$ cat src/rtl/udrq_pkg.sv
// Shared types, constants and helpers for the dual UART ring queue.
`timescale 1ns / 1ps

package udrq_pkg;

  localparam int QUEUE_DEPTH = 128;
  localparam int PTR_W       = $clog2(QUEUE_DEPTH);

  localparam logic [1:0] OP_PUT  = 2'd0;
  localparam logic [1:0] OP_GET  = 2'd1;
  localparam logic [1:0] OP_RECV = 2'd2;
  localparam logic [1:0] OP_TICK = 2'd3;

  typedef logic [PTR_W-1:0] ptr_t;

  typedef struct packed {
    logic [1:0] op;
    logic [7:0] data_byte;
    logic       string_last;
  } in_item_t;

  typedef struct packed {
    logic [7:0] read_byte;
    logic       read_valid;
    logic       send_valid;
    logic [7:0] send_byte;
    logic       stored;
    logic       send_irq_on;
  } out_item_t;

  // Commands from the controller to the datapath.
  typedef struct packed {
    logic load;
    logic exec;
  } dp_cmd_t;

  // Advance a queue pointer with wrap at the queue depth.
  function automatic ptr_t next_ptr(input ptr_t p);
    if (p == ptr_t'(QUEUE_DEPTH - 1)) begin
      return '0;
    end
    return p + ptr_t'(1);
  endfunction

endpackage

$ cat src/rtl/udrq_ctrl.sv
// Controller state machine: sequences load, execute and result strobe.
`timescale 1ns / 1ps

module udrq_ctrl (
  input  logic              clk,
  input  logic              rst_n,
  input  logic              start,
  output logic              busy,
  output logic              out_valid,
  output udrq_pkg::dp_cmd_t cmd
);

  localparam logic [1:0] ST_IDLE = 2'd0;
  localparam logic [1:0] ST_EXEC = 2'd1;
  localparam logic [1:0] ST_DONE = 2'd2;

  logic [1:0] state_r;
  logic [1:0] state_nxt;
  logic       accept;

  assign busy   = (state_r == ST_EXEC);
  assign accept = start && !busy;

  always_comb begin
    state_nxt = state_r;
    unique case (state_r)
      ST_IDLE: state_nxt = accept ? ST_EXEC : ST_IDLE;
      ST_EXEC: state_nxt = ST_DONE;
      ST_DONE: state_nxt = accept ? ST_EXEC : ST_IDLE;
      default: state_nxt = ST_IDLE;
    endcase
  end

  always_ff @(posedge clk) begin
    if (!rst_n) begin
      state_r <= ST_IDLE;
    end else begin
      state_r <= state_nxt;
    end
  end

  assign cmd.load  = accept;
  assign cmd.exec  = (state_r == ST_EXEC);
  assign out_valid = (state_r == ST_DONE);

endmodule

$ cat src/rtl/udrq_datapath.sv
// Datapath: both byte queues, their pointers, interrupt flags and result registers.
`timescale 1ns / 1ps

module udrq_datapath (
  input  logic                clk,
  input  logic                rst_n,
  input  udrq_pkg::dp_cmd_t   cmd,
  input  udrq_pkg::in_item_t  in_item,
  output udrq_pkg::out_item_t out_item
);

  udrq_pkg::in_item_t item_r;

  logic [7:0] rx_mem [udrq_pkg::QUEUE_DEPTH];
  logic [7:0] tx_mem [udrq_pkg::QUEUE_DEPTH];
  logic [7:0] rx_q_r;
  logic [7:0] tx_q_r;

  udrq_pkg::ptr_t rx_wptr_r, rx_wptr_nxt;
  udrq_pkg::ptr_t rx_rptr_r, rx_rptr_nxt;
  udrq_pkg::ptr_t tx_wptr_r, tx_wptr_nxt;
  udrq_pkg::ptr_t tx_rptr_r, tx_rptr_nxt;

  logic irq_r, irq_nxt;
  logic disc_r, disc_nxt;
  logic read_valid_r, read_valid_nxt;
  logic send_valid_r, send_valid_nxt;
  logic stored_r, stored_nxt;

  logic rx_we, rx_re, tx_we, tx_re;
  logic rx_full, rx_empty, tx_full, tx_empty;

  assign rx_full  = (udrq_pkg::next_ptr(rx_wptr_r) == rx_rptr_r);
  assign tx_full  = (udrq_pkg::next_ptr(tx_wptr_r) == tx_rptr_r);
  assign rx_empty = (rx_wptr_r == rx_rptr_r);
  assign tx_empty = (tx_wptr_r == tx_rptr_r);

  always_comb begin
    rx_wptr_nxt    = rx_wptr_r;
    rx_rptr_nxt    = rx_rptr_r;
    tx_wptr_nxt    = tx_wptr_r;
    tx_rptr_nxt    = tx_rptr_r;
    irq_nxt        = irq_r;
    disc_nxt       = disc_r;
    read_valid_nxt = read_valid_r;
    send_valid_nxt = send_valid_r;
    stored_nxt     = stored_r;
    rx_we          = 1'b0;
    rx_re          = 1'b0;
    tx_we          = 1'b0;
    tx_re          = 1'b0;
    if (cmd.exec) begin
      read_valid_nxt = 1'b0;
      send_valid_nxt = 1'b0;
      stored_nxt     = 1'b0;
      unique case (item_r.op)
        udrq_pkg::OP_PUT: begin
          if (!disc_r) begin
            if (tx_full) begin
              // A refused byte drops the rest of its string.
              disc_nxt = 1'b1;
              irq_nxt  = 1'b1;
            end else begin
              tx_we       = 1'b1;
              tx_wptr_nxt = udrq_pkg::next_ptr(tx_wptr_r);
              stored_nxt  = 1'b1;
            end
          end
          if (item_r.string_last) begin
            disc_nxt = 1'b0;
            irq_nxt  = 1'b1;
          end
        end
        udrq_pkg::OP_GET: begin
          if (!rx_empty) begin
            rx_re          = 1'b1;
            rx_rptr_nxt    = udrq_pkg::next_ptr(rx_rptr_r);
            read_valid_nxt = 1'b1;
          end
        end
        udrq_pkg::OP_RECV: begin
          if (!rx_full) begin
            rx_we       = 1'b1;
            rx_wptr_nxt = udrq_pkg::next_ptr(rx_wptr_r);
            stored_nxt  = 1'b1;
          end
        end
        udrq_pkg::OP_TICK: begin
          if (irq_r) begin
            if (!tx_empty) begin
              tx_re          = 1'b1;
              tx_rptr_nxt    = udrq_pkg::next_ptr(tx_rptr_r);
              send_valid_nxt = 1'b1;
            end else begin
              irq_nxt = 1'b0;
            end
          end
        end
        default: ;
      endcase
    end
  end

  always_ff @(posedge clk) begin
    if (!rst_n) begin
      rx_wptr_r    <= '0;
      rx_rptr_r    <= '0;
      tx_wptr_r    <= '0;
      tx_rptr_r    <= '0;
      irq_r        <= 1'b0;
      disc_r       <= 1'b0;
      read_valid_r <= 1'b0;
      send_valid_r <= 1'b0;
      stored_r     <= 1'b0;
    end else begin
      rx_wptr_r    <= rx_wptr_nxt;
      rx_rptr_r    <= rx_rptr_nxt;
      tx_wptr_r    <= tx_wptr_nxt;
      tx_rptr_r    <= tx_rptr_nxt;
      irq_r        <= irq_nxt;
      disc_r       <= disc_nxt;
      read_valid_r <= read_valid_nxt;
      send_valid_r <= send_valid_nxt;
      stored_r     <= stored_nxt;
    end
  end

  always_ff @(posedge clk) begin
    if (cmd.load) begin
      item_r <= in_item;
    end
  end

  always_ff @(posedge clk) begin
    if (rx_we) begin
      rx_mem[rx_wptr_r] <= item_r.data_byte;
    end
    if (rx_re) begin
      rx_q_r <= rx_mem[rx_rptr_r];
    end
  end

  always_ff @(posedge clk) begin
    if (tx_we) begin
      tx_mem[tx_wptr_r] <= item_r.data_byte;
    end
    if (tx_re) begin
      tx_q_r <= tx_mem[tx_rptr_r];
    end
  end

  assign out_item.read_byte   = read_valid_r ? rx_q_r : 8'd0;
  assign out_item.read_valid  = read_valid_r;
  assign out_item.send_valid  = send_valid_r;
  assign out_item.send_byte   = send_valid_r ? tx_q_r : 8'd0;
  assign out_item.stored      = stored_r;
  assign out_item.send_irq_on = irq_r;

endmodule

$ cat src/rtl/uart_dual_ring_queue_core.sv
// Top level of the dual UART ring queue: controller plus datapath.
`timescale 1ns / 1ps

// Two circular byte queues between software and a UART. Each item carries an
// operation: put a transmit byte (with a string-last mark), get a received
// byte, store a byte from the receiver, or a transmitter-ready tick.
// An item is taken at a rising edge with start high and busy low. busy is
// high for the one cycle in which the item executes against the queues.
// Every item gives exactly one result, shown on out_item for one cycle with
// out_valid high (state ST_DONE, after the execute state ST_EXEC); the receiver must
// take it then, as there is no back pressure.
// The queue memories have a registered read port, so each item passes
// through an execute state for the memory access and a done state that
// shows the result; no item is taken during execution. A new item may be
// taken in the cycle in which the previous result is shown.
// Reset (rst_n low, synchronous) empties both queues, clears the pointers,
// the transmit interrupt enable and the string-abort flag; no clearing pass.
module uart_dual_ring_queue_core (
  input  logic                clk,
  input  logic                rst_n,
  input  logic                start,
  output logic                busy,
  input  udrq_pkg::in_item_t  in_item,
  output logic                out_valid,
  output udrq_pkg::out_item_t out_item
);

  udrq_pkg::dp_cmd_t cmd;

  udrq_ctrl u_ctrl (
    .clk       (clk),
    .rst_n     (rst_n),
    .start     (start),
    .busy      (busy),
    .out_valid (out_valid),
    .cmd       (cmd)
  );

  udrq_datapath u_datapath (
    .clk      (clk),
    .rst_n    (rst_n),
    .cmd      (cmd),
    .in_item  (in_item),
    .out_item (out_item)
  );

  // An accepted item executes in the next cycle.
  a_accept_exec: assert property (@(posedge clk) disable iff (!rst_n)
    (start && !busy) |=> (busy && cmd.exec))
    else $error("accepted item did not execute");

  // Execution is always followed by exactly one result strobe.
  a_exec_result: assert property (@(posedge clk) disable iff (!rst_n)
    busy |=> (out_valid && !busy))
    else $error("execution not followed by a result");

  // A get never also stores or sends.
  a_get_exclusive: assert property (@(posedge clk) disable iff (!rst_n)
    (out_valid && out_item.read_valid) |-> (!out_item.send_valid && !out_item.stored))
    else $error("get result mixed with other flags");

  // A sent byte implies the interrupt was still on.
  a_send_irq: assert property (@(posedge clk) disable iff (!rst_n)
    (out_valid && out_item.send_valid) |-> out_item.send_irq_on)
    else $error("byte sent with interrupt off");

endmodule
$ cat config.mk
export PLATFORM = sky130hd
export DESIGN_NAME = uart_dual_ring_queue_core
export DESIGN_NICKNAME = d
export VERILOG_FILES = /design/src/rtl/udrq_pkg.sv /design/src/rtl/udrq_ctrl.sv /design/src/rtl/udrq_datapath.sv /design/src/rtl/uart_dual_ring_queue_core.sv
export SDC_FILE = /design/constraint.sdc
export NUM_CORES = 2
export LEC_CHECK = 0
export ABC_CLOCK_PERIOD_IN_PS = 4200
export BUFFER_PORTS_ARGS = -buffer_cell sky130_fd_sc_hd__clkbuf_2
export CAP_MARGIN = 10
export CELL_PAD_IN_SITES_DETAIL_PLACEMENT = 1
export CELL_PAD_IN_SITES_GLOBAL_PLACEMENT = 1
export CORE_MARGIN = 5
export CORE_UTILIZATION = 45
export DETAILED_ROUTE_END_ITERATION = 7
export PLACE_DENSITY = 0.72
export SETUP_SLACK_MARGIN = 0.2
export SLEW_MARGIN = 20
export SYNTH_ARGS = -nofsm -noshare
export SYNTH_HDL_FRONTEND = slang
export SYNTH_SLANG_ARGS = --single-unit
$ cat constraint.sdc
create_clock -name clk -period 4.2 [get_ports clk]
set_clock_uncertainty 0.1 [all_clocks]
set_input_delay 0.21 -clock clk [delete_from_list [all_inputs] [get_ports clk]]
set_output_delay 0.21 -clock clk [all_outputs]
set_load 0.03 [all_outputs]
# Word level (Yosys, flattened, before mapping)

Memories as Yosys holds them, arrays and structs flattened. A register that Yosys moved wholly into a read port is not among the register bits.
Index checks and enable logic that the tools add are counted.

Add/subtract/negate cells: 4
Multipliers: 0
Div/mod/pow operators: 0
$lt $le $gt $ge: 0
Equal/unequal tests: 15
Shift operators: 0
Mux-type cells: 58
Bitwise operators: 5
Reductions and logical operators: 12

Operators with widths:

| kind                                                                    | number |
|---|---|
| 7-bit 2-to-1 mux                                                        | 10 |
| 1-bit 2-to-1 mux                                                        | 43 |
| 7-bit by 1-bit adder with 7-bit output, second input constant           | 4 |
| 7-bit equality test                                                     | 4 |
| 7-bit equality test, second input constant                              | 4 |
| 8-bit 2-to-1 mux                                                        | 2 |
| 4-bit AND reduction                                                     | 3 |
| 2-bit equality test, second input constant                              | 3 |
| 3-bit AND reduction                                                     | 2 |
| 1-bit NOT                                                               | 5 |
| 2-bit by 1-bit equality test with 1-bit output, second input constant   | 2 |
| 2-bit zero test                                                         | 2 |
| 1-bit case mux with 2 select lines                                      | 2 |
| 2-bit case mux with 2 select lines                                      | 1 |
| 3-bit by 1-bit inequality test with 1-bit output, second input constant | 1 |
| 3-bit by 2-bit inequality test with 1-bit output, second input constant | 1 |
| 2-bit AND reduction                                                     | 1 |
| 2-bit nonzero test                                                      | 1 |
| 2-bit OR reduction                                                      | 1 |
| 1-bit logical AND                                                       | 1 |
| 1-bit zero test                                                         | 1 |

Bits in registers: 46
Bits in latches: 0
RAM bits: 2048
Memory bits (read-only): 0
Logic and storage cells: 109
Memories kept: 2

Memory list:

| memory            | words | bits a word | read ports | clocked after memory_dff | write ports | RTL line            | text |
|---|---|---|---|---|---|---|---|
| u_datapath.rx_mem | 128   | 8           | 1          | 1                        | 1           | udrq_datapath.sv:14 | `logic [7:0] rx_mem [udrq_pkg::QUEUE_DEPTH];` |
| u_datapath.tx_mem | 128   | 8           | 1          | 1                        | 1           | udrq_datapath.sv:15 | `logic [7:0] tx_mem [udrq_pkg::QUEUE_DEPTH];` |

# Longest topological paths before layout

Depth in word-level cells: 10
Mapped depth: 11
Mapped depth without buffers: 7

# Hierarchy

A second synthesis with hierarchy kept.

Cell total of the unflattened synthesis: 3894
Area total of the unflattened synthesis: 83181.0 µm²

By module, submodules not included:

| module        | times used | cells each | area each (µm²) | seq. area each (µm²) |
|---|---|---|---|---|
| udrq_datapath | 1          | 3885       | 83084.7         | 62970.4 |
| udrq_ctrl     | 1          | 9          | 96.3            | 40.0 |

# Worst setup path before layout

Ideal clock, no wire load.

Path kind: reg-to-reg
Start point: reg u_datapath.item_r[1] in the netlist's numbering
End point: mem u_datapath.rx_mem[0][0] (data pin)
Library setup time: 0.817 ns
Data arrival time: 3.228 ns
Required time: 3.283 ns
Setup slack: 0.054 ns
Cell stages (with the launch flop): 1
Clock period less this slack: 4.146 ns
Cell sequence: edfxtp_1

RTL lines:

| what                   | RTL line             | text |
|---|---|---|
| start, declared        | udrq_datapath.sv:12  | `udrq_pkg::in_item_t item_r;` |
| start signal, assigned | udrq_datapath.sv:130 | `item_r <= in_item;` |
| end, declared          | udrq_datapath.sv:14  |  |

Straight into the memory's write port.

# Final worst setup path

Start point: reg u_datapath.rx_wptr_r[1]
End point: mem u_datapath.rx_mem[33][7], enable pin

Longest elaborated chain between the ends: 9

RTL lines:

| what                                                                           | RTL line             | text |
|---|---|---|
| start, declared                                                                | udrq_datapath.sv:19  | `udrq_pkg::ptr_t rx_wptr_r, rx_wptr_nxt;` |
| start signal, assigned                                                         | udrq_datapath.sv:116 | `rx_wptr_r <= rx_wptr_nxt;` |
| branches (longest 9 deep; another with 7-bit by 1-bit adder with 7-bit output) | n/a                  |  |

Several ways; the timed one is not identified.

==> results.md <==
* Crit path time final at 3.81 ns
* Setup Buffers After CTS at 0
* Slew Viols, Final at 0
* Syn Nets at 4003
* Worst setup path end: u_datapath.rx_mem[33][7]$_DFFE_PP_
* CP max stage cell: nor4_2
* Cell type with the highest aggregate area in the netlist: edfxtp_1
* Status: finished clean
* Mapped Cells at 3981
* Die height at 441 microns
* Top Ports at 36
* Clock Latency Late Sink at 0.84 ns
* Primary FF master, synth: edfxtp_1
* Ys Warns at 0
* Cell Pwr Density at 441 nW/um^2
* Initial Util at 45.2%
* Hold path cells at 2
* CTS tree: built
* Tightest Pin Transition at 1.23 ns
* Via count at 41200
* Vias in the first global route at 43500
* R2R cell count at 8
* VDD IR-drop max at 0.426 mV
* PortBufs at 35
* Hold Path Class: in2reg
* Seq/Total Area, Yosys at 75.4%
* R2r endpoint: u_datapath.rx_mem[33][7]$_DFFE_PP_
* Worst-path fanout max at 66
* Setup TNS at 0 ns
* Final period util at 90.8%
* Clock transition at path regs at 0.07 ns
* Endpoints failing setup at 0
* Post-synth top area share at 74.6%
* Placed insts at 6421
* Met3 usage at 3.45%
* Largest net degree at the start of global routing at 233
* CP Capture Type: flop
* # fillers at 16400
* Total GRT Usage at 22.0%
* Reg2reg setup slack at 0.39 ns
* Post-DP HPWL at 127 mm
* Critical path arrival at 4.16 ns
* Global-route wire length before repair at 314 mm
* Grt ovf at 0
* Wire length per cell at 31.1 microns
* Nets at 4190
* Fin. Hold Viols at 0
* FF/Latch Area at 63000 sq um
* Met2 Use GR at 36.7%
* Post-route ant nets at 0
* Vias per cell at 6.04
* Met1 GRT Util at 30.2%
* Headroom to the max-slew limit at 17.7%
* MaxCap Viol Count at 0
* RSZ-0062 raised after global routing: true
* RePlAce Congestion at 0.842
* Crit Path Category: reg2reg
* Ys async rst share at 0%
* Layout cells sized above 1 at 26.8%
* Number of synthesized flops with an enable pin at 2075
* Area of the multi-input gates at 19600 sq um
* Root Driver: clkbuf_16
* FF+latch count, synth at 2110
* Max Freq at 262 MHz
* Max clock buf depth at 3
* Worst setup startpoint: u_datapath.rx_wptr_r[1]$_SDFFE_PN0P_
* Initial antenna violation count at 3
* Cts bufs inserted at 202
* Worst r2r src: u_datapath.rx_wptr_r[1]$_SDFFE_PN0P_
* First drt pass iteration count at 5
* Synth Area per Inst at 21.0 sq um
* Unique cell type count in the Yosys netlist at 78
* Top cells by area, synth: edfxtp_1, mux4_2, mux2i_1
* Crit path largest cell delay at 0.99 ns
* # rows at 158
* Mapped cell area at 83600 sq um
* Die Width at 441 microns
* Layout area overhead at 13.0%
* Layer carrying the most global-route usage: met2
* DRT Wirelength at 212 mm
* Die footprint at 194000 sq um
* Non-Filler Instances at 6814
* CP Launch Type: flop
* Total core area at 185000 sq um
* Iter 0 DRT Violations at 4161
* Num Clock Sinks at 2110
* Sequence of cells on the critical path: ha_1 -> nand3_1 -> o22ai_1 -> nand3_1 -> a41oi_2 -> nor2_4 -> buf_12 -> nor4_2
* Static leakage at 28.0 nW
* DRC Markers at 0
* H-Tree Depth at 4
* Crit path top cell by count: nand3_1
* Required @ worst endpoint at 4.55 ns
-- per-stage QoR --
stage | setup slack [ns] | utilization, % | power [W] | area [sq um] | hold slack [ns]
6_report | 0.388 | 51.0 | 0.0416 | 94400 | 0.0502
5_1_grt | 0.172 | 51.0 | 0.0430 | 94400 | 0.0210
4_1_cts | 0.324 | 50.8 | 0.0419 | 94100 | 0.00457
3_5_place_dp | 0.359 | 47.3 | 0.0242 | 87400 | 0.292
3_3_place_gp | 0.395 | 47.2 | 0.0241 | 87400 | 0.291
2_1_floorplan | 0.0543 | - | 0.0239 | 83600 | 0.209
-- synth_stat cells, types with 4 or more instances --
| master | number |
|---|---|
| edfxtp_1 | 2075 |
| mux4_2 | 551 |
| nor2_1 | 191 |
| mux2i_1 | 129 |
| buf_2 | 106 |
| nand2_1 | 100 |
| nor3_1 | 95 |
| nor4_1 | 64 |
| clkbuf_1 | 56 |
| buf_4 | 50 |
| nor2b_1 | 46 |
| a211oi_1 | 42 |
| nand3_1 | 39 |
| o21ai_0 | 38 |
| a21oi_1 | 36 |
| dfxtp_1 | 35 |
| and2_1 | 24 |
| buf_6 | 24 |
| buf_1 | 20 |
| nand2b_1 | 20 |
| o22ai_1 | 20 |
| xor2_1 | 15 |
| inv_1 | 14 |
| xnor2_1 | 14 |
| mux2_2 | 12 |
| o221ai_1 | 12 |
| a2111oi_0 | 11 |
| a22oi_1 | 10 |
| a31oi_1 | 8 |
| ha_1 | 8 |
| nand4_1 | 7 |
| o2111ai_2 | 7 |
| o31ai_1 | 7 |
| or3_1 | 7 |
| and3_1 | 6 |
| o211ai_1 | 6 |
| or2_2 | 6 |
| o21ai_1 | 5 |
| a221oi_1 | 4 |
| nand3b_1 | 4 |
| o32a_1 | 4 |
-- sequential cells by signal, summed over array words and instances (netlist names), 2 cells and up --
register and flops:
u_datapath.tx_rptr_r 7, u_datapath.tx_mem 1024, u_datapath.item_r 11, u_datapath.tx_q_r 8, u_ctrl.state_r 2, u_datapath.rx_wptr_r 7
u_datapath.rx_rptr_r 7, u_datapath.tx_wptr_r 7, u_datapath.rx_mem 1024, u_datapath.rx_q_r 8
-- worst min path at each step --
| stage | startpoint | to | slack, ns |
|---|---|---|---|
| after global routing | in_item[0] | u_datapath.item_r[0]$_DFFE_PP_ | 0.02 |
| after global placement | in_item[7] | u_datapath.item_r[7]$_DFFE_PP_ | 0.29 |
| final | in_item[0] | u_datapath.item_r[0]$_DFFE_PP_ | 0.05 |
| after floorplan | in_item[0] | u_datapath.item_r[0]$_DFFE_PP_ | 0.21 |
| after CTS | in_item[0] | u_datapath.item_r[0]$_DFFE_PP_ | 0.005 |
| after detailed placement | in_item[0] | u_datapath.item_r[0]$_DFFE_PP_ | 0.29 |
-- per-layer routing --
layer | vias to the layer above | wire length (microns)
li1 | 17000 | -
met1 | 22200 | 85300
met2 | 1580 | 107000
met3 | 339 | 12900
met4 | 0 | 6590
met5 | - | 0
-- cell families after synthesis --
logic type,count (synthesis),share of synthesized area [%]
fa+ha+maj,8,0.120
buf+inv,273,1.83
compound gates,247,2.16
xor+xnor,29,0.304
simple gates,622,3.63
flops,2110,75.4
mux,692,16.6
-- cell type report --
class	instances	area share, %
well taps	2480	3.29
flip-flops and latches	2110	66.8
clock buffers	254	5.76
multi-input cells	1598	20.7
clock inverters	113	1.06
inverters	17	0.0676
diodes	3	0.00795
repair buffers	239	2.28
-- repair_timing --
| item | CTS | global route |
|---|---|---|
| hold buffers | 21 | 0 |
| endpoints found under the setup margin | 0 | 51 |
| hold endpoints to repair | 13 | 0 |
| gates resized for setup | 0 | 3 |
-- report_power, final --
group / switching, W / internal [W] / leakage, nW
Sequential: 0.0000170 / 0.0231 / 18.9
Clock: 0.00767 / 0.0102 / 3.17
Combinational: 0.000481 / 0.0000871 / 5.89
-- cell usage in the layout, fill, tap and decap left out, types with 14 or more instances in the layout --
master	count
nor3_2	31
inv_1	14
clkinv_2	38
nor4_2	22
nand3_1	39
dlygate4sd3_1	21
bufinv_16	18
nor2b_1	46
o21ai_0	38
a21oi_1	36
xnor2_1	14
nand2b_1	20
mux4_2	551
mux2i_1	129
nand2_1	100
nor4_1	26
a211oi_1	42
nor3_1	65
and2_1	24
clkbuf_2	35
clkinv_1	50
o22ai_1	20
buf_4	152
edfxtp_1	2075
clkbuf_1	43
clkbuf_16	211
nor2_1	190
nor4_4	17
buf_12	28
dfxtp_1	24
xor2_1	15
-- critical path: cells and delay by family, from the launching register on --
family | cells | cell delay (ns)
and+or+nand+nor | 4 | 1.44
DFF | 1 | 0.61
AOI/OAI and AO/OA | 2 | 0.59
adders and majority gates | 1 | 0.37
buffers and inverters | 1 | 0.25
(Power assumes the default switching activity.)
